### src/sv/spq_pkg.sv
package spq_pkg;

    // Default depth of the cell row.
    localparam int DEFAULT_CAPACITY = 16;

    // Fixed widths of the command and result words.
    localparam int DATA_W  = 32;
    localparam int COUNT_W = 5;

    // Operation codes carried by a command word.
    typedef enum logic [1:0] {
        KIND_INSERT  = 2'd0,
        KIND_EXTRACT = 2'd1,
        KIND_PEEK    = 2'd2,
        KIND_CLEAR   = 2'd3
    } kind_t;

    // Status codes carried by a result word.
    typedef enum logic [1:0] {
        ST_OK    = 2'd0,
        ST_EMPTY = 2'd1,
        ST_FULL  = 2'd2
    } status_t;

    // Command word.
    typedef struct packed {
        kind_t                     kind;
        logic signed [DATA_W-1:0]  item_value;
        logic signed [DATA_W-1:0]  item_priority;
    } in_word_t;

    // Result word.
    typedef struct packed {
        logic signed [DATA_W-1:0]  out_value;
        status_t                   status;
        logic [COUNT_W-1:0]        entry_count;
        logic                      queue_empty;
    } out_word_t;

    // Control broadcast from the top level to every cell.
    typedef struct packed {
        logic                      insert;
        logic                      extract;
        logic signed [DATA_W-1:0]  new_value;
        logic signed [DATA_W-1:0]  new_priority;
    } cell_ctrl_t;

endpackage

### src/sv/spq_cell.sv
module spq_cell (
    input  logic                               clk,
    input  spq_pkg::cell_ctrl_t                ctrl,
    input  logic                               occupied,
    input  logic                               left_ge,
    input  logic signed [spq_pkg::DATA_W-1:0]  left_value,
    input  logic signed [spq_pkg::DATA_W-1:0]  left_priority,
    input  logic signed [spq_pkg::DATA_W-1:0]  right_value,
    input  logic signed [spq_pkg::DATA_W-1:0]  right_priority,
    output logic                               ge,
    output logic signed [spq_pkg::DATA_W-1:0]  value,
    output logic signed [spq_pkg::DATA_W-1:0]  pri
);

    logic signed [spq_pkg::DATA_W-1:0] value_reg, value_next;
    logic signed [spq_pkg::DATA_W-1:0] priority_reg, priority_next;

    // A held entry whose priority is at least the new one stays ahead of it.
    assign ge = occupied && (priority_reg >= ctrl.new_priority);

    // Keep, take the new word, shift in from the left, or pull in from the right.
    always_comb
    begin
        value_next    = value_reg;
        priority_next = priority_reg;
        if (ctrl.insert && !ge)
        begin
            if (left_ge)
            begin
                value_next    = ctrl.new_value;
                priority_next = ctrl.new_priority;
            end
            else
            begin
                value_next    = left_value;
                priority_next = left_priority;
            end
        end
        else if (ctrl.extract)
        begin
            value_next    = right_value;
            priority_next = right_priority;
        end
    end

    // Entry storage carries no reset; the fill count says which cells hold data.
    always_ff @(posedge clk)
    begin
        value_reg    <= value_next;
        priority_reg <= priority_next;
    end

    assign value = value_reg;
    assign pri   = priority_reg;

endmodule

### src/sv/stable_sorted_priority_queue_unit.sv
// The result word is registered and appears in the cycle after the command
// word is taken. The block takes one command word per cycle; the whole cell
// row updates together, each cell comparing against the broadcast priority
// and shifting. busy stays low; the receiver cannot stall the result strobe.
// Reset clears the fill count and the strobe; cell contents are not reset.
module stable_sorted_priority_queue_unit #(
    parameter int CAPACITY = spq_pkg::DEFAULT_CAPACITY
) (
    input  logic               clk,
    input  logic               rst_n,
    input  logic               start,
    output logic               busy,
    input  spq_pkg::in_word_t  cmd,
    output logic               done,
    output spq_pkg::out_word_t result
);

    localparam int CW = $clog2(CAPACITY + 1);

    logic [CW-1:0]           count_reg, count_next;
    logic                    done_reg;
    spq_pkg::out_word_t      result_reg, result_next;
    spq_pkg::cell_ctrl_t     ctrl;
    logic                    accept;
    logic                    full;
    logic                    empty;

    logic                               cell_ge    [CAPACITY];
    logic signed [spq_pkg::DATA_W-1:0]  cell_value [CAPACITY];
    logic signed [spq_pkg::DATA_W-1:0]  cell_pri   [CAPACITY];

    assign busy   = 1'b0;
    assign accept = start && !busy;
    assign full   = (count_reg == CW'(CAPACITY));
    assign empty  = (count_reg == '0);

    // Decode the command word into cell control, next count and result word.
    always_comb
    begin
        ctrl.insert       = 1'b0;
        ctrl.extract      = 1'b0;
        ctrl.new_value    = cmd.item_value;
        ctrl.new_priority = cmd.item_priority;
        count_next        = count_reg;
        result_next.out_value = '0;
        result_next.status    = spq_pkg::ST_OK;
        unique case (cmd.kind)
            spq_pkg::KIND_INSERT:
            begin
                if (full)
                begin
                    result_next.status = spq_pkg::ST_FULL;
                end
                else
                begin
                    ctrl.insert = accept;
                    count_next  = count_reg + CW'(1);
                end
            end
            spq_pkg::KIND_EXTRACT:
            begin
                if (empty)
                begin
                    result_next.status = spq_pkg::ST_EMPTY;
                end
                else
                begin
                    ctrl.extract          = accept;
                    count_next            = count_reg - CW'(1);
                    result_next.out_value = cell_value[0];
                end
            end
            spq_pkg::KIND_PEEK:
            begin
                if (empty)
                begin
                    result_next.status = spq_pkg::ST_EMPTY;
                end
                else
                begin
                    result_next.out_value = cell_value[0];
                end
            end
            spq_pkg::KIND_CLEAR:
            begin
                count_next = '0;
            end
            default:
            begin
                count_next = count_reg;
            end
        endcase
        result_next.entry_count = spq_pkg::COUNT_W'(count_next);
        result_next.queue_empty = (count_next == '0);
    end

    // The row of compare-and-shift cells, head at cell zero.
    for (genvar i = 0; i < CAPACITY; i++)
    begin : g_cell
        logic                               left_ge;
        logic signed [spq_pkg::DATA_W-1:0]  left_value;
        logic signed [spq_pkg::DATA_W-1:0]  left_pri;
        logic signed [spq_pkg::DATA_W-1:0]  right_value;
        logic signed [spq_pkg::DATA_W-1:0]  right_pri;

        if (i == 0)
        begin : g_head
            assign left_ge    = 1'b1;
            assign left_value = cell_value[i];
            assign left_pri   = cell_pri[i];
        end
        else
        begin : g_body
            assign left_ge    = cell_ge[i-1];
            assign left_value = cell_value[i-1];
            assign left_pri   = cell_pri[i-1];
        end

        if (i == CAPACITY - 1)
        begin : g_tail
            assign right_value = cell_value[i];
            assign right_pri   = cell_pri[i];
        end
        else
        begin : g_next
            assign right_value = cell_value[i+1];
            assign right_pri   = cell_pri[i+1];
        end

        spq_cell u_cell (
            .clk            (clk),
            .ctrl           (ctrl),
            .occupied       (CW'(i) < count_reg),
            .left_ge        (left_ge),
            .left_value     (left_value),
            .left_priority  (left_pri),
            .right_value    (right_value),
            .right_priority (right_pri),
            .ge             (cell_ge[i]),
            .value          (cell_value[i]),
            .pri            (cell_pri[i])
        );
    end

    // Fill count and result strobe.
    always_ff @(posedge clk or negedge rst_n)
    begin
        if (!rst_n)
        begin
            count_reg <= '0;
            done_reg  <= 1'b0;
        end
        else
        begin
            done_reg <= accept;
            if (accept)
            begin
                count_reg <= count_next;
            end
        end
    end

    // Result word register.
    always_ff @(posedge clk)
    begin
        if (accept)
        begin
            result_reg <= result_next;
        end
    end

    assign done   = done_reg;
    assign result = result_reg;

endmodule

### config.mk
export PLATFORM = sky130hd
export DESIGN_NAME = stable_sorted_priority_queue_unit
export DESIGN_NICKNAME = d
export VERILOG_FILES = /design/src/sv/spq_pkg.sv /design/src/sv/spq_cell.sv /design/src/sv/stable_sorted_priority_queue_unit.sv
export SDC_FILE = /design/constraint.sdc
export NUM_CORES = 2
export LEC_CHECK = 0
export BUFFER_PORTS_ARGS = -buffer_cell sky130_fd_sc_hd__clkbuf_2
export CORE_MARGIN = 2
export CORE_UTILIZATION = 60
export DETAILED_ROUTE_END_ITERATION = 7
export GPL_ROUTABILITY_DRIVEN = 0
export PLACE_DENSITY = 0.77
export SYNTH_ARGS = -nofsm -noshare
export SYNTH_HDL_FRONTEND = slang
export SYNTH_SLANG_ARGS = --single-unit
### constraint.sdc
create_clock -name clk -period 12.8 [get_ports clk]
set_input_delay 0 -clock clk [delete_from_list [all_inputs] [get_ports clk]]
set_output_delay 0 -clock clk [all_outputs]
set_load 0.02 [all_outputs]
Word-level counts from Yosys, hierarchy flattened
Cells that the tools add are included.
{"block": "totals", "ff_bits": 1070, "input_bits": 69, "output_inout_bits": 42, "word_cells": 245}
{"block": "classes", "n_addsub": 2, "n_lt_le_gt_ge": 32, "n_eq_ne": 4, "muxes": 100, "bitwise_logic": 1, "reduce_logical": 68}
{"cell": "two-way mux 32 bit", "count": 90}
{"cell": "greater-or-equal comparator 32 bit", "count": 16}
{"cell": "less-than comparator 4 x 5 -> 1 bit (first input constant)", "count": 8}
{"cell": "logical AND 1 bit", "count": 32}
{"cell": "nonzero test 2 bit", "count": 15}
{"cell": "less-than comparator 3 x 5 -> 1 bit (first input constant)", "count": 4}
{"cell": "logical NOT 1 bit", "count": 16}
{"cell": "one-hot mux 5 bit (3 select lines)", "count": 1}
{"cell": "logical NOT 5 bit", "count": 2}
{"cell": "less-than comparator 1 x 5 -> 1 bit (first input constant)", "count": 2}
{"cell": "less-than comparator 2 x 5 -> 1 bit (first input constant)", "count": 2}
{"cell": "two-way mux 5 bit", "count": 2}
{"cell": "adder 5 x 1 -> 5 bit (second input constant)", "count": 1}
{"cell": "equality test 5 bit (second input constant)", "count": 1}
{"cell": "two-way mux 1 bit", "count": 5}
{"cell": "subtractor 5 x 1 -> 5 bit (second input constant)", "count": 1}
{"cell": "equality test 2 bit (second input constant)", "count": 2}
{"cell": "one-hot mux 2 bit (2 select lines)", "count": 1}
{"cell": "OR reduction 2 bit", "count": 2}
{"cell": "equality test 2 x 1 -> 1 bit (second input constant)", "count": 1}
{"cell": "logical NOT 2 bit", "count": 1}
{"cell": "two-way mux 2 bit", "count": 1}
{"cell": "inverter 1 bit", "count": 1}

Depth between registers and ports, before layout
{"block": "depth", "depth_word": 5, "depth_mapped": 15, "ltp_nobuf": 10}

By module
A second synthesis with hierarchy kept.
{"block": "unflattened", "hier_cells": 5541, "area_unflattened_um2": 75655.1}
{"module": "spq_cell (g_cell[0].u_cell ...)", "n_inst": 14, "cells_per_inst": 335, "area_each_um2": 4593.2, "seq_area_each_um2": 1921.8}
{"module": "spq_cell (g_cell[8].u_cell ...)", "n_inst": 2, "cells_per_inst": 331, "area_each_um2": 4519.3, "seq_area_each_um2": 1921.8}
{"module": "stable_sorted_priority_queue_unit", "n_inst": 1, "cells_per_inst": 189, "area_each_um2": 2312.2, "seq_area_each_um2": 1351.3}

Least setup slack after synthesis
OpenSTA, ideal clock, no wires.
{"block": "synth_timing", "path_type": "input -> register", "from": "input port cmd[5] in the netlist's numbering", "to": "register g_cell[6].u_cell.priority_reg (netlist bit g_cell[6].u_cell.pri[0]) (enable)", "setup_ps": 574, "t_arrival_ps": 6996, "required_ps": 12226, "path_slack_ps": 5229, "cell_stages": 13, "n_path_buf": 4, "path_cell_list": "clkbuf_1 > clkbuf_1 > inv_1 > ha_1 > a21o_1 > a2111oi_0 > o21ai_0 > a21oi_1 > or3_1 > a22oi_1 > buf_2 > buf_2 > o21ai_0"}
{"block": "synth_via", "elab_chain_cells": 5}
{"item": "start: declaration", "line": "stable_sorted_priority_queue_unit.sv:13", "source": "input spq_pkg::in_word_t cmd,"}
{"item": "greater-or-equal comparator 32 bit", "line": "spq_cell.sv:19", "source": "assign ge = occupied && (priority_reg >= ctrl.new_priority);"}
{"item": "logical AND 1 bit", "line": "spq_cell.sv:19"}
{"item": "logical NOT 1 bit", "line": "spq_cell.sv:26", "source": "if (ctrl.insert && !ge)"}
{"item": "logical AND 1 bit", "line": "spq_cell.sv:26"}
{"item": "nonzero test 2 bit (no source line)"}
{"item": "end signal: assignment", "line": "spq_cell.sv:50", "source": "priority_reg <= priority_next;"}
{"item": "end: declaration", "line": "spq_cell.sv:16", "source": "logic signed [spq_pkg::DATA_W-1:0] priority_reg, priority_next;"}
No other way between the ends.
A chain may end at the register's enable or synchronous reset.

Final worst setup path
{"block": "layout_timing", "from": "register count_reg[0]", "to": "register g_cell[0].u_cell.value_reg (netlist bit g_cell[0].u_cell.value[27]) (enable)"}
{"block": "layout_via", "elab_chain_cells": 5, "elab_cells_between_ends": 11, "cone_classes": "order compare: 1; eq/ne: 1; mux: 4; reduce/logical: 5"}
{"item": "start: declaration", "line": "stable_sorted_priority_queue_unit.sv:20", "source": "logic [CW-1:0] count_reg, count_next;"}
{"item": "start signal: assignment", "line": "stable_sorted_priority_queue_unit.sv:158", "source": "count_reg <= count_next;"}
{"item": "less-than comparator 1 x 5 -> 1 bit or equality test 5 bit (tied branches)", "line": "stable_sorted_priority_queue_unit.sv:133, stable_sorted_priority_queue_unit.sv:34"}
{"item": "logical AND 1 bit or two-way mux 1 bit (tied branches)", "line": "spq_cell.sv:19, stable_sorted_priority_queue_unit.sv:50"}
{"item": "logical NOT 1 bit or two-way mux 1 bit (tied branches)", "line": "spq_cell.sv:26, stable_sorted_priority_queue_unit.sv:47"}
{"item": "logical AND 1 bit", "line": "spq_cell.sv:26"}
{"item": "nonzero test 2 bit (no source line) (*)"}
{"item": "end signal: assignment", "line": "spq_cell.sv:49", "source": "value_reg <= value_next;"}
{"item": "end: declaration", "line": "spq_cell.sv:15", "source": "logic signed [spq_pkg::DATA_W-1:0] value_reg, value_next;"}
Mark *: on every way between the ends. The rest lies on a longest branch, timed or not.

==> run metrics <==
run status complete, but fails checks; failing checks design-rule violations; Seq/Total Area, Yosys 48.4%; switching share of power 34.5%; Setup crit start count_reg[0]$_DFFE_PN0P_; layout cells sized above 1 11.4%; global route overflow 0; routed wire length per instance 29.1 microns; crit path capture type flip-flop; top cells by count, synth edfxtp_1, a21oi_1, mux2i_1; # Max-Cap Violations 0; DP Worst Slack 7070 ps; Layout fillers 8,463; final net count 6,554; sequential share of power 42.5%; power per cell area 159 nW/um^2; FP Rows 122; first-pass GRT wire length 325,000 microns; Tot Pwr 11.4 mW; drt first-iter violations 7,392; Worst slew margin 2.58%; Setup WS post-layout 6890 ps; Worst-path clk slew 60 ps; Layout area overhead 8.43%; IO buf count 109; clock network power share 29.1%; post-DP HPWL 137,000 microns; die span in y 337 microns; ys async rst share 0.561%; EDFF count, synth 1,064; H-tree depth 3; worst-path maximum fanout 60; Slew Limit Fails 0; worst slew pin tran 1450 ps; CP required 13,170 ps; Min-Delay Path Class primary input to flip-flop; CTS tree done; Core Util, Final 65.3%; Die Footprint 113,000 sq um; crit path time final 5910 ps; Max Buffers Root-to-Sink 3; largest net degree at the start of global routing 128; maximum vdd drop 0.135 mV; TritonCTS Buffers 113; Synth Warn # 0; initial antenna violation count 4; Crit Path Class flip-flop to flip-flop; hold_sp cmd[64]; internal power 7.47 mW; Post-Syn Area 66,400 sq um; Switch Pwr 3.94 mW; RSZ-0062 raised after global routing no; top-area cell type share of the netlist area 48.1%; Net Count, Synth 6,679; post-synth top area cell edfxtp_1; vias per std cell 7.04; Post-Synthesis Cells 6,091; Mean Syn Cell Area 10.9 sq um; Routed Antenna Nets 0; Final Instance Area 72,000 sq um; Worst R2R Start count_reg[0]$_DFFE_PN0P_; post-CTS sizing 0; total wire length 220,000 microns; Final Hold Violating Endpoints 0; crit path launch type flip-flop; CTS Sinks 1,070; I/O pin count 111; setup TNS 0 ps; drt drc 2; power share of the combinational group 28.4%; cell with the most instances after synthesis edfxtp_1; Synth cell types 74; CP arrival 6280 ps; synthesis-stage register bit count 1,070; synth top area cells edfxtp_1, mux2i_1, ha_1, a21oi_1, mux2_2; iteration count of the initial detailed-routing pass 8; final setup skew 66.3 ps; Final Setup Violations 0; root buffer cell clkbuf_16; post-placement cell area 67,700 sq um; Core ar. 110,000 sq um; Total Routing Usage GR 38.0%; Primary FF master, synth edfxtp_1; crit share post-route 46.1%; routed vias 53,200; vias in the first global route 51,900; Lkg Pwr 29.1 nW; Clock Latency Late Sink 770 ps; Initial Utilization 60.2%; FMAX 169 MHz; Die X 337 microns
path summary, 6_finish.rpt:
path,to,slack [ps],depth (start not counted)
worst min-delay path,result[6]$_DFFE_PP_,50,4
min in group asynchronous,count_reg[1]$_DFFE_PN0P_,250,3
worst max register to register,g_cell[0].u_cell.value[27]$_DFFE_PP_,6890,9
worst min register to register,g_cell[7].u_cell.value[11]$_DFFE_PP_,550,2
worst max-delay path,g_cell[0].u_cell.value[27]$_DFFE_PP_,6890,9
max in group asynchronous,count_reg[2]$_DFFE_PN0P_,12300,3
worst max-delay path: stages (launching register included):
cell and delay, ps:
dfrtp_1 700, inv_1 170, ha_1 280, nor3b_1 190, a21oi_1 520, and2_4 570, buf_4 940, and2_4 710
nand2b_4 680, buf_4 670
cell usage in the layout, fill, tap and decap left out, types with 66 or more instances in the layout:
cell type      Yosys  layout
a21o_1           116     115
a21oi_1          796     793
a221oi_1          74      74
a31oi_1          138     136
buf_4             16      89
clkbuf_16          0     113
clkbuf_2          19     109
dlygate4sd3_1      0      66
edfxtp_1        1064    1064
ha_1             519     518
inv_1             66      66
mux2_2           257     257
mux2i_1          709     709
nand2_1          409     401
nand4_1           87      87
nor2_1           498     497
nor2b_1           86      85
nor3_1            77      76
o21ai_0          315     313
o21ai_1           72      70
cells by family (layout without fill, tap and decap cells):
kind of cell / after synthesis / in the layout / synth area share (%)
buf+inv: 571 / 541 / 3.68
compound gates: 1640 / 1640 / 14.2
simple gates: 1323 / 1323 / 8.96
other cells: 1 / 3 / 0.00565
xor+xnor: 1 / 1 / 0.0132
mux: 966 / 966 / 15.1
fa+ha+maj: 519 / 519 / 9.78
flops: 1070 / 1070 / 48.4
final cells by class:
class                           count  area [sq um]  area share [%]
Clock inverter                     84           763            1.06
Tap cell                         1488          1860            2.59
Timing Repair Buffer              265          1890            2.63
Sequential cell                  1070         32100            44.6
Multi-Input combinational cell   4450         32200            44.8
Clock buffer                      126          2880            4.00
Inverter                           66           248           0.344
Antenna cell                        2          5.00         0.00695
routing by layer:
| metal | vias up | global-route usage, % | share of wire [%] |
|---|---|---|---|
| met1 | 25600 | 48.6 | 36 |
| li1 | 22700 | - | - |
| met5 | - | 0 | 0.023 |
| met4 | 6 | 24.8 | 7.5 |
| met2 | 3922 | 57.1 | 43 |
| met3 | 931 | 10.3 | 13 |
metrics by stage:
| step | cells | hold WS [ps] |
|---|---|---|
| 2_1_floorplan | 6091 | -296 |
| 3_3_place_gp | 7273 | -156 |
| 3_5_place_dp | 7273 | -153 |
| 4_1_cts | 7549 | 1.15 |
| 5_1_grt | 7549 | 50.4 |
| 6_report | 7551 | 52.1 |
power by group through the flow:
stage / Clock, mW / Combinational, mW / Sequential, mW
6_report: 3.32 / 3.24 / 4.85
5_1_grt: 3.45 / 3.42 / 4.88
4_1_cts: 3.31 / 3.11 / 4.83
3_5_place_dp: 0 / 3.08 / 4.90
3_3_place_gp: 0 / 2.98 / 4.89
2_1_floorplan: 0 / 2.14 / 4.80
what timing repair did:
action,4_1_cts,5_1_grt
hold buffers,66,0
hold endpoints to repair,821,0
setup buffers,0,0
(Power assumes the default switching activity.)
